--- src/hdl/chml_pkg.sv ---
// ----------------------------------------------------------------------------
// chml_pkg
// Shared types, constants and the header length decode for the command
// header match and length block.
// ----------------------------------------------------------------------------
package chml_pkg;

    localparam int TABLE_DEPTH = 256;
    localparam int ADDR_W      = (TABLE_DEPTH > 1) ? $clog2(TABLE_DEPTH) : 1;
    localparam int CNT_W       = $clog2(TABLE_DEPTH + 1);
    localparam int CFG_W       = 9;

    localparam logic       KIND_LOAD   = 1'b0;
    localparam logic       KIND_DECODE = 1'b1;

    localparam logic [2:0] TYPE_MI     = 3'd0;
    localparam logic [2:0] TYPE_GFX    = 3'd3;
    localparam logic [1:0] SUB_SHORT   = 2'd1;
    localparam logic [1:0] SUB_PAIR    = 2'd2;
    localparam logic [5:0] MI_SHORT_LIM = 6'd16;

    typedef struct packed {
        logic        kind;
        logic [7:0]  entry_index;
        logic [31:0] entry_value;
        logic [31:0] entry_mask;
        logic [31:0] header_word;
    } in_item_t;

    typedef struct packed {
        logic       found;
        logic [7:0] command_index;
        logic [8:0] length_dwords;
        logic       bad_type;
    } out_item_t;

    typedef struct packed {
        logic [31:0] value;
        logic [31:0] mask;
    } tbl_entry_t;

    typedef struct packed {
        logic              en;
        logic [ADDR_W-1:0] addr;
        tbl_entry_t        data;
    } tbl_wr_t;

    typedef struct packed {
        logic       bad;
        logic [8:0] length;
    } len_t;

    function automatic len_t header_length(input logic [31:0] h);
        len_t r;
        r.bad    = 1'b0;
        r.length = 9'(h[7:0]) + 9'd2;
        if (h[31:29] == TYPE_MI) begin
            if (h[28:23] < MI_SHORT_LIM) begin
                r.length = 9'd1;
            end
        end else if (h[31:29] == TYPE_GFX) begin
            case (h[28:27])
                SUB_SHORT: r.length = 9'd1;
                SUB_PAIR:  r.length = 9'd2;
                default:   r.length = 9'(h[7:0]) + 9'd2;
            endcase
        end else begin
            r.bad    = 1'b1;
            r.length = 9'd0;
        end
        return r;
    endfunction

endpackage

--- src/hdl/chml_seq.sv ---
// ----------------------------------------------------------------------------
// chml_seq
// Sequencer: takes items, writes table loads, scans the table one entry per
// cycle through a shared masked compare, and holds the result register.
// ----------------------------------------------------------------------------
module chml_seq (
    input  logic                        aclk,
    input  logic                        aresetn,
    input  logic                        s_valid,
    output logic                        s_ready,
    input  chml_pkg::in_item_t          s_data,
    output logic                        m_valid,
    input  logic                        m_ready,
    output chml_pkg::out_item_t         m_data,
    input  logic [chml_pkg::CFG_W-1:0]  entry_count,
    output chml_pkg::tbl_wr_t           tbl_wr,
    output logic [chml_pkg::ADDR_W-1:0] rd_addr,
    input  chml_pkg::tbl_entry_t        rd_data
);

    typedef enum logic [2:0] {
        ST_IDLE = 3'b001,
        ST_SCAN = 3'b010,
        ST_DONE = 3'b100
    } state_t;

    state_t                     state_reg, state_next;
    logic [chml_pkg::CNT_W-1:0] addr_reg, addr_next;
    logic [chml_pkg::CNT_W-1:0] lim_reg, lim_next;
    logic [chml_pkg::CNT_W-1:0] cmp_idx_reg, cmp_idx_next;
    logic                       cmp_vld_reg, cmp_vld_next;
    logic [31:0]                header_reg, header_next;
    logic                       found_reg, found_next;
    logic [7:0]                 hit_reg, hit_next;
    logic                       m_valid_reg, m_valid_next;
    chml_pkg::out_item_t        m_data_reg, m_data_next;

    logic                       accept;
    logic                       hit;
    logic [chml_pkg::CNT_W-1:0] lim_in;
    chml_pkg::len_t             len;

    assign s_ready = (state_reg == ST_IDLE);
    assign accept  = s_valid && s_ready;
    assign m_valid = m_valid_reg;
    assign m_data  = m_data_reg;
    assign rd_addr = addr_reg[chml_pkg::ADDR_W-1:0];
    assign hit     = ((header_reg & rd_data.mask) == rd_data.value);
    assign len     = chml_pkg::header_length(header_reg);

    assign lim_in = (32'(entry_count) > 32'(chml_pkg::TABLE_DEPTH))
                  ? chml_pkg::CNT_W'(chml_pkg::TABLE_DEPTH)
                  : chml_pkg::CNT_W'(entry_count);

    always_comb begin
        tbl_wr.en   = accept && (s_data.kind == chml_pkg::KIND_LOAD)
                   && (32'(s_data.entry_index) < 32'(chml_pkg::TABLE_DEPTH));
        tbl_wr.addr = chml_pkg::ADDR_W'(s_data.entry_index);
        tbl_wr.data.value = s_data.entry_value;
        tbl_wr.data.mask  = s_data.entry_mask;
    end

    always_comb begin
        state_next   = state_reg;
        addr_next    = addr_reg;
        lim_next     = lim_reg;
        cmp_idx_next = cmp_idx_reg;
        cmp_vld_next = 1'b0;
        header_next  = header_reg;
        found_next   = found_reg;
        hit_next     = hit_reg;
        m_valid_next = m_valid_reg && !m_ready;
        m_data_next  = m_data_reg;
        case (state_reg)
            ST_IDLE: begin
                if (accept && (s_data.kind == chml_pkg::KIND_DECODE)) begin
                    header_next = s_data.header_word;
                    lim_next    = lim_in;
                    addr_next   = '0;
                    found_next  = 1'b0;
                    hit_next    = 8'd0;
                    state_next  = (lim_in == '0) ? ST_DONE : ST_SCAN;
                end
            end
            ST_SCAN: begin
                if (addr_reg < lim_reg) begin
                    addr_next    = addr_reg + 1'b1;
                    cmp_idx_next = addr_reg;
                    cmp_vld_next = 1'b1;
                end
                if (cmp_vld_reg) begin
                    if (hit) begin
                        found_next   = 1'b1;
                        hit_next     = 8'(cmp_idx_reg);
                        cmp_vld_next = 1'b0;
                        state_next   = ST_DONE;
                    end else if (cmp_idx_reg == lim_reg - 1'b1) begin
                        cmp_vld_next = 1'b0;
                        state_next   = ST_DONE;
                    end
                end
            end
            ST_DONE: begin
                if (!m_valid_reg || m_ready) begin
                    m_valid_next              = 1'b1;
                    m_data_next.found         = found_reg;
                    m_data_next.command_index = hit_reg;
                    m_data_next.length_dwords = len.length;
                    m_data_next.bad_type      = len.bad;
                    state_next                = ST_IDLE;
                end
            end
            default: begin
                state_next = ST_IDLE;
            end
        endcase
    end

    always_ff @(posedge aclk) begin
        if (!aresetn) begin
            state_reg   <= ST_IDLE;
            cmp_vld_reg <= 1'b0;
            m_valid_reg <= 1'b0;
        end else begin
            state_reg   <= state_next;
            cmp_vld_reg <= cmp_vld_next;
            m_valid_reg <= m_valid_next;
        end
    end

    always_ff @(posedge aclk) begin
        addr_reg    <= addr_next;
        lim_reg     <= lim_next;
        cmp_idx_reg <= cmp_idx_next;
        header_reg  <= header_next;
        found_reg   <= found_next;
        hit_reg     <= hit_next;
        m_data_reg  <= m_data_next;
    end

endmodule

--- config.mk ---
export PLATFORM = sky130hd
export DESIGN_NAME = chml_seq
export DESIGN_NICKNAME = d
export VERILOG_FILES = /design/src/hdl/chml_pkg.sv /design/src/hdl/chml_seq.sv
export SDC_FILE = /design/constraint.sdc
export NUM_CORES = 1
export LEC_CHECK = 0
export ABC_AREA = 1
export BUFFER_PORTS_ARGS = -buffer_cell sky130_fd_sc_hd__buf_2
export CAP_MARGIN = 30
export CORE_MARGIN = 2
export CORE_UTILIZATION = 40
export DETAILED_ROUTE_END_ITERATION = 10
export GPL_TIMING_DRIVEN = 0
export PLACE_DENSITY = 0.83
export SYNTH_ARGS = -nofsm -noshare
export SYNTH_HDL_FRONTEND = slang
export SYNTH_SLANG_ARGS = --single-unit
--- constraint.sdc ---
create_clock -name aclk -period 3.5 [get_ports aclk]
set_input_delay 0.35 -clock aclk [delete_from_list [all_inputs] [get_ports aclk]]
set_output_delay 0.35 -clock aclk [all_outputs]
set_load 0.02 [all_outputs]
## Yosys cells after proc, flatten, opt, wreduce, memory -nomap -nowiden

Cells that the tools add are included.

| operators by class | value |
|---|---|
| add/sub/neg operators | 3 |
| multipliers | 0 |
| div/mod/pow operators | 0 |
| $lt $le $gt $ge | 3 |
| equality and inequality tests | 14 |
| shift-type cells | 0 |
| multiplexer cells | 30 |
| bitwise logic cells | 2 |
| reductions and logical operators | 17 |

Operator list:

| kind | count |
|---|---|
| 9-bit two-way mux | 6 |
| 9-bit one-hot mux with 2 select lines | 2 |
| 32-bit AND | 1 |
| 32-bit == test | 1 |
| 8-bit two-way mux | 3 |
| 3-bit two-way mux | 6 |
| 8-bit one-hot mux with 2 select lines | 1 |
| 1-bit two-way mux | 10 |
| 8-bit by 2-bit adder with 9-bit output (second input constant) | 1 |
| 9-bit by 1-bit adder with 9-bit output (second input constant) | 1 |
| 9-bit == test | 1 |
| 9-bit greater-than comparator (second input constant) | 1 |
| 9-bit logical NOT | 1 |
| 9-bit < comparator | 1 |
| 3-bit one-hot mux with 3 select lines | 1 |
| 9-bit by 1-bit subtractor with 9-bit output (second input constant) | 1 |
| 2-bit != test (second input constant) | 4 |
| 2-bit AND reduction | 4 |
| 4-bit AND reduction | 2 |
| 3-bit by 2-bit == test with 1-bit output (second input constant) | 2 |
| 6-bit by 5-bit < comparator with 1-bit output (second input constant) | 1 |
| 1-bit logical AND | 4 |
| 3-bit by 1-bit == test with 1-bit output (second input constant) | 1 |
| 3-bit == test (second input constant) | 1 |
| 11 further kinds | 12 |

| storage, ports and cells | value |
|---|---|
| flip-flop bits (word level) | 92 |
| bits in latches | 0 |
| memory bits (writable) | 0 |
| memory bits (read-only) | 0 |
| logic and storage cells | 82 |
| memories | 0 |

## Longest topological paths before layout

| logic depth | value |
|---|---|
| depth after elaboration | 6 |
| gate-level depth with buffers | 14 |

## Least setup slack after synthesis

OpenSTA, ideal clock, no wires.

| path | value |
|---|---|
| path type | reg2reg |
| from | register state_reg[2] |
| to | register header_reg[0], enable pin |
| library setup time | 439 ps |
| data arrival time | 2,600 ps |
| required time | 3,061 ps |
| setup slack | 461 ps |
| stages on the path, launching flop included | 4 |
| path buffers | 0 |
| cell sequence | dfxtp_1 > nor3_4 > nand2_4 > nor2_1 |

| on the way | value |
|---|---|
| longest elaborated chain between the ends | 4 |

Ends and longest elaborated chain:

| element | RTL line | text |
|---|---|---|
| start: declaration | chml_seq.sv:27 | `state_t state_reg, state_next;` |
| start signal: assignment | chml_seq.sv:125 | `state_reg <= state_next;` |
| 3-bit by 1-bit == test with 1-bit output * | chml_seq.sv:43 | `assign s_ready = (state_reg == ST_IDLE);` |
| via s_ready | chml_seq.sv:10 | `output logic s_ready,` |
| 1-bit logical AND | chml_seq.sv:44 | `assign accept = s_valid && s_ready;` |
| 1-bit logical AND | chml_seq.sv:76 | `if (accept && (s_data.kind == chml_pkg::KIND_DECODE)) begin` |
| 2-bit AND reduction (no line) * | n/a |  |
| end signal: assignment | chml_seq.sv:135 | `header_reg <= header_next;` |
| end: declaration | chml_seq.sv:32 | `logic [31:0] header_reg, header_next;` |

Mark *: on every way through the listed nets, which the timed path passes. The rest lies on a longest branch.
A chain may end at the register's enable or synchronous reset.

## Worst setup path after layout

| path | value |
|---|---|
| from | register addr_reg[4] in the netlist's numbering |
| to | register addr_reg[5] in the netlist's numbering, enable pin |

| on the way | value |
|---|---|
| longest elaborated chain between the ends | 3 |

Ends and longest elaborated chain:

| element | RTL line | text |
|---|---|---|
| start: declaration | chml_seq.sv:28 | `logic [chml_pkg::CNT_W-1:0] addr_reg, addr_next;` |
| start signal: assignment | chml_seq.sv:132 | `addr_reg <= addr_next;` |
| 9-bit < comparator | chml_seq.sv:86 | `if (addr_reg < lim_reg) begin` |
| 2-bit != test (no line) | n/a |  |
| 3-bit AND reduction (no line) | n/a |  |

Every way passes these cells.

==> out/results.tsv <==
stage	metric	value	unit
synth	synth_cells	600	
grt	antenna_found_initial	0	
final_layout	seqCellArea	2710	um^2
run_status	outcome	finished clean	
worst_setup_path	endpoint_kind	register	
hold_path	min_path_type	input port to register	
synth	syn_area_per_cell	8.86	um^2
worst_setup_path	slowest_stage	a21oi_1	
synth	synthTopCellsByArea	edfxtp_1 49%, buf_4 11%, nand2_1 11%	
synth	syn_nets	796	
final_layout	n_fill_cell	1196	
worst_setup_path	r2r_slack	1.02	ns
sta	fmax	0.403	GHz
detailed_routing	m1WireLength	5680	um
detailed_routing	postRouteAntennaNets	0	
final_layout	largest_reg_flops	32	
sta	skew	0.00943	ns
clocking	cts_resized	0	
hold_path	holdPathEnd	header_reg[19]$_DFFE_PP_	
final_layout	fin_cells	1006	
floorplan	die_x	119	um
final_layout	utilization	53.3	%
detailed_routing	detail_route.first_pass.iterations	4	
placement	dp_hpwl	10800	um
hold_path	min-delay-start	s_data[19]	
floorplan	rows	42	
final_layout	multiInputGateArea	1750	um^2
sta	fin_crit_sh	71.0	%
worst_setup_path	r2r_cells	6	
sta	finalHoldViolCount	0	
worst_setup_path	cp_top_family	compound AO/OA/AOI/OAI gates	
synth	seq_area_frac_synth	51.0	%
synth	synth_simple_gate_area_share	24.2	%
clocking	numCtsBuffers	9	
clocking	clk_path_buf_depth	2	
worst_setup_path	crit_chain	ha_1 > a21oi_1 > o21ai_0 > nand2_1 > o2111ai_1 > a21oi_1	
power_and_ir_drop	irDropWorstVdd	295	uV
synth	yosysUniqueCellTypes	33	
detailed_routing	drt_iter0_drc	210	
sta	worst-slew-pin-transition	0.906	ns
clocking	clock_sinks	92	
synth	synth.largest_area_cell	edfxtp_1	
worst_setup_path	r2r-start	addr_reg[4]$_SDFFCE_PN0P_	
final_layout	syn2layout_area_growth	31.2	%
grt	grt_max_degree	31	
floorplan	die_area	14200	um^2
synth	synth_commonest_cells	158 x nand2_1, 87 x edfxtp_1, 80 x buf_4, 73 x nor2_1, 61 x inv_1	
synth	async_reset_ff_share	0	%
floorplan	io_pins	284	
sta	rsz0062_at_grt	no	
grt	grt_first_pass_wirelength	20500	um
worst_setup_path	worstReg2RegEnd	addr_reg[5]$_SDFFCE_PN0P_	
final_layout	fin_area	6970	um^2
clocking	cts_tree	done	
sta	slew_violations	0	
sta	worst_hold_slack	0.178	ns
floorplan	start_util	40.6	%
sta	relSlewSlack	39.6	%
clocking	cts_setup_buffers	0	
grt	first_global_vias	4354	
clocking	h-tree-depth	3	
worst_setup_path	crit_type	register to register	
synth	synth.most_common_cell	nand2_1	
final_layout	drive_above_1_share	39.2	%
detailed_routing	vias	4540	
final_layout	fin_nets	1021	
placement	place_ws	0.993	ns
clocking	insertion_delay	0.34	ns
synth	synth_top_area_share	49.1	%
clocking	path_clk_slew	0.07	ns
job	drv_cap	0	
sta	finalSetupViolCount	0	
clocking	root_buffer	clkbuf_16	
sta	min_period	2.48	ns
detailed_routing	dr.max_layer_used	met4	
synth	synth_top_family_by_area	simple AND/OR/NAND/NOR gates	
synth	synth-xor-area-share	1.15	%
worst_setup_path	worst-path-buf-inv	0	
detailed_routing	vias_per_cell	4.51	
placement	portBuffers	211	
synth	synthAdderAreaFrac	3.29	%
worst_setup_path	worst_setup_path_start_kind	register	
worst_setup_path	slowest_delay	0.73	ns
sta	setup_ws	1.02	ns
sta	tns	0	ns
synth	syn_area	5320	um^2
synth	synth_compound_area_share	3.93	%
synth	ys_ff_latch	92	
detailed_routing	avgRoutedWirePerCell	13.0	um
power_and_ir_drop	p_total	3.95	mW
hold_path	worstHoldPathCells	1	
detailed_routing	drt_wl_total	13100	um
clocking	cts_hold_buf	0	
synth	ys.flop_type	edfxtp_1	
power_and_ir_drop	power.density	567	nW/um^2
detailed_routing	drc	0	
grt	track_usage	18.4	%
synth	synth_edf_count	87	
final_layout	num_antenna_cells	0	
worst_setup_path	arrival	2.45	ns
detailed_routing	met3WireLength	700	um
placement	place.gp.congestion	0.819	
detailed_routing	wl_met2	6450	um
worst_setup_path	crit_required	3.47	ns
grt	globalRoute.totalOverflow	0	
worst_setup_path	crit_path_frequent_cell	a21oi_1	
floorplan	core	13100	um^2
power_and_ir_drop	leakagePower	3.44	nW
worst_setup_path	path_max_fanout	9	
placement	dpl_cell_area	6640	um^2
floorplan	die_y	119	um
synth	yosysWarnings	0	
synth	synthMuxAreaShare	0	%
placement	dp_cells	990	
==> cells in the final DEF, fill, tap and decap left out, drive strengths merged, types with 6 or more instances in the layout <==
cell	Yosys	final
ha	14	14
nand3	38	38
nor2	76	76
nor3	6	6
edfxtp	87	87
inv	68	68
a21oi	19	19
nand3b	14	14
buf	80	294
o21ai	12	12
clkbuf	2	13
nand2	159	159
==> final cells by class <==
| class | instances | share of cell area (%) |
|---|---|---|
| buffer | 82 | 8.72 |
| clock buffer | 11 | 3.34 |
| tap | 176 | 3.16 |
| inverter | 69 | 3.75 |
| timing repair buffer | 214 | 15.7 |
| sequential | 92 | 38.9 |
| clock inverter | 5 | 1.44 |
| multi-input combinational | 357 | 25.0 |
==> worst max path at each step <==
| stage | start | to | slack, ns | cells past startpoint |
|---|---|---|---|---|
| 2_1_floorplan | state_reg[2]$_SDFFE_PN0P_ | header_reg[0]$_DFFE_PP_ | 0.46 | 3 |
| 3_3_place_gp | state_reg[2]$_SDFFE_PN0P_ | header_reg[17]$_DFFE_PP_ | -0.49 | 3 |
| 3_5_place_dp | addr_reg[4]$_SDFFCE_PN0P_ | addr_reg[2]$_SDFFCE_PN0P_ | 0.99 | 6 |
| 4_1_cts | addr_reg[4]$_SDFFCE_PN0P_ | addr_reg[2]$_SDFFCE_PN0P_ | 1.00 | 6 |
| 5_1_grt | addr_reg[4]$_SDFFCE_PN0P_ | addr_reg[5]$_SDFFCE_PN0P_ | 0.90 | 6 |
| 6_report | addr_reg[4]$_SDFFCE_PN0P_ | addr_reg[5]$_SDFFCE_PN0P_ | 1.02 | 6 |
==> routing by layer <==
layer,vias to the layer above,global-route usage (%)
met3,19,3.21
met2,160,30.8
met4,0,6.92
met1,2039,23.8
met5,-,0
li1,2322,-
==> logic make-up (layout without fill, tap and decap cells) <==
family          after synthesis  after routing
compound gates               37             37
simple gates                299            299
fa+ha+maj                    14             14
flops                        92             92
buf+inv                     151            381
xor+xnor                      7              7
==> report_power, final <==
part	leakage [nW]	internal, mW	switching [mW]	total [mW]
clock network	0.163	0.696	0.400	1.10
logic	2.42	0.453	0.718	1.17
registers	0.850	1.52	0.170	1.69
total	3.44	2.67	1.29	3.95
Power figures use the tool's default switching activity.
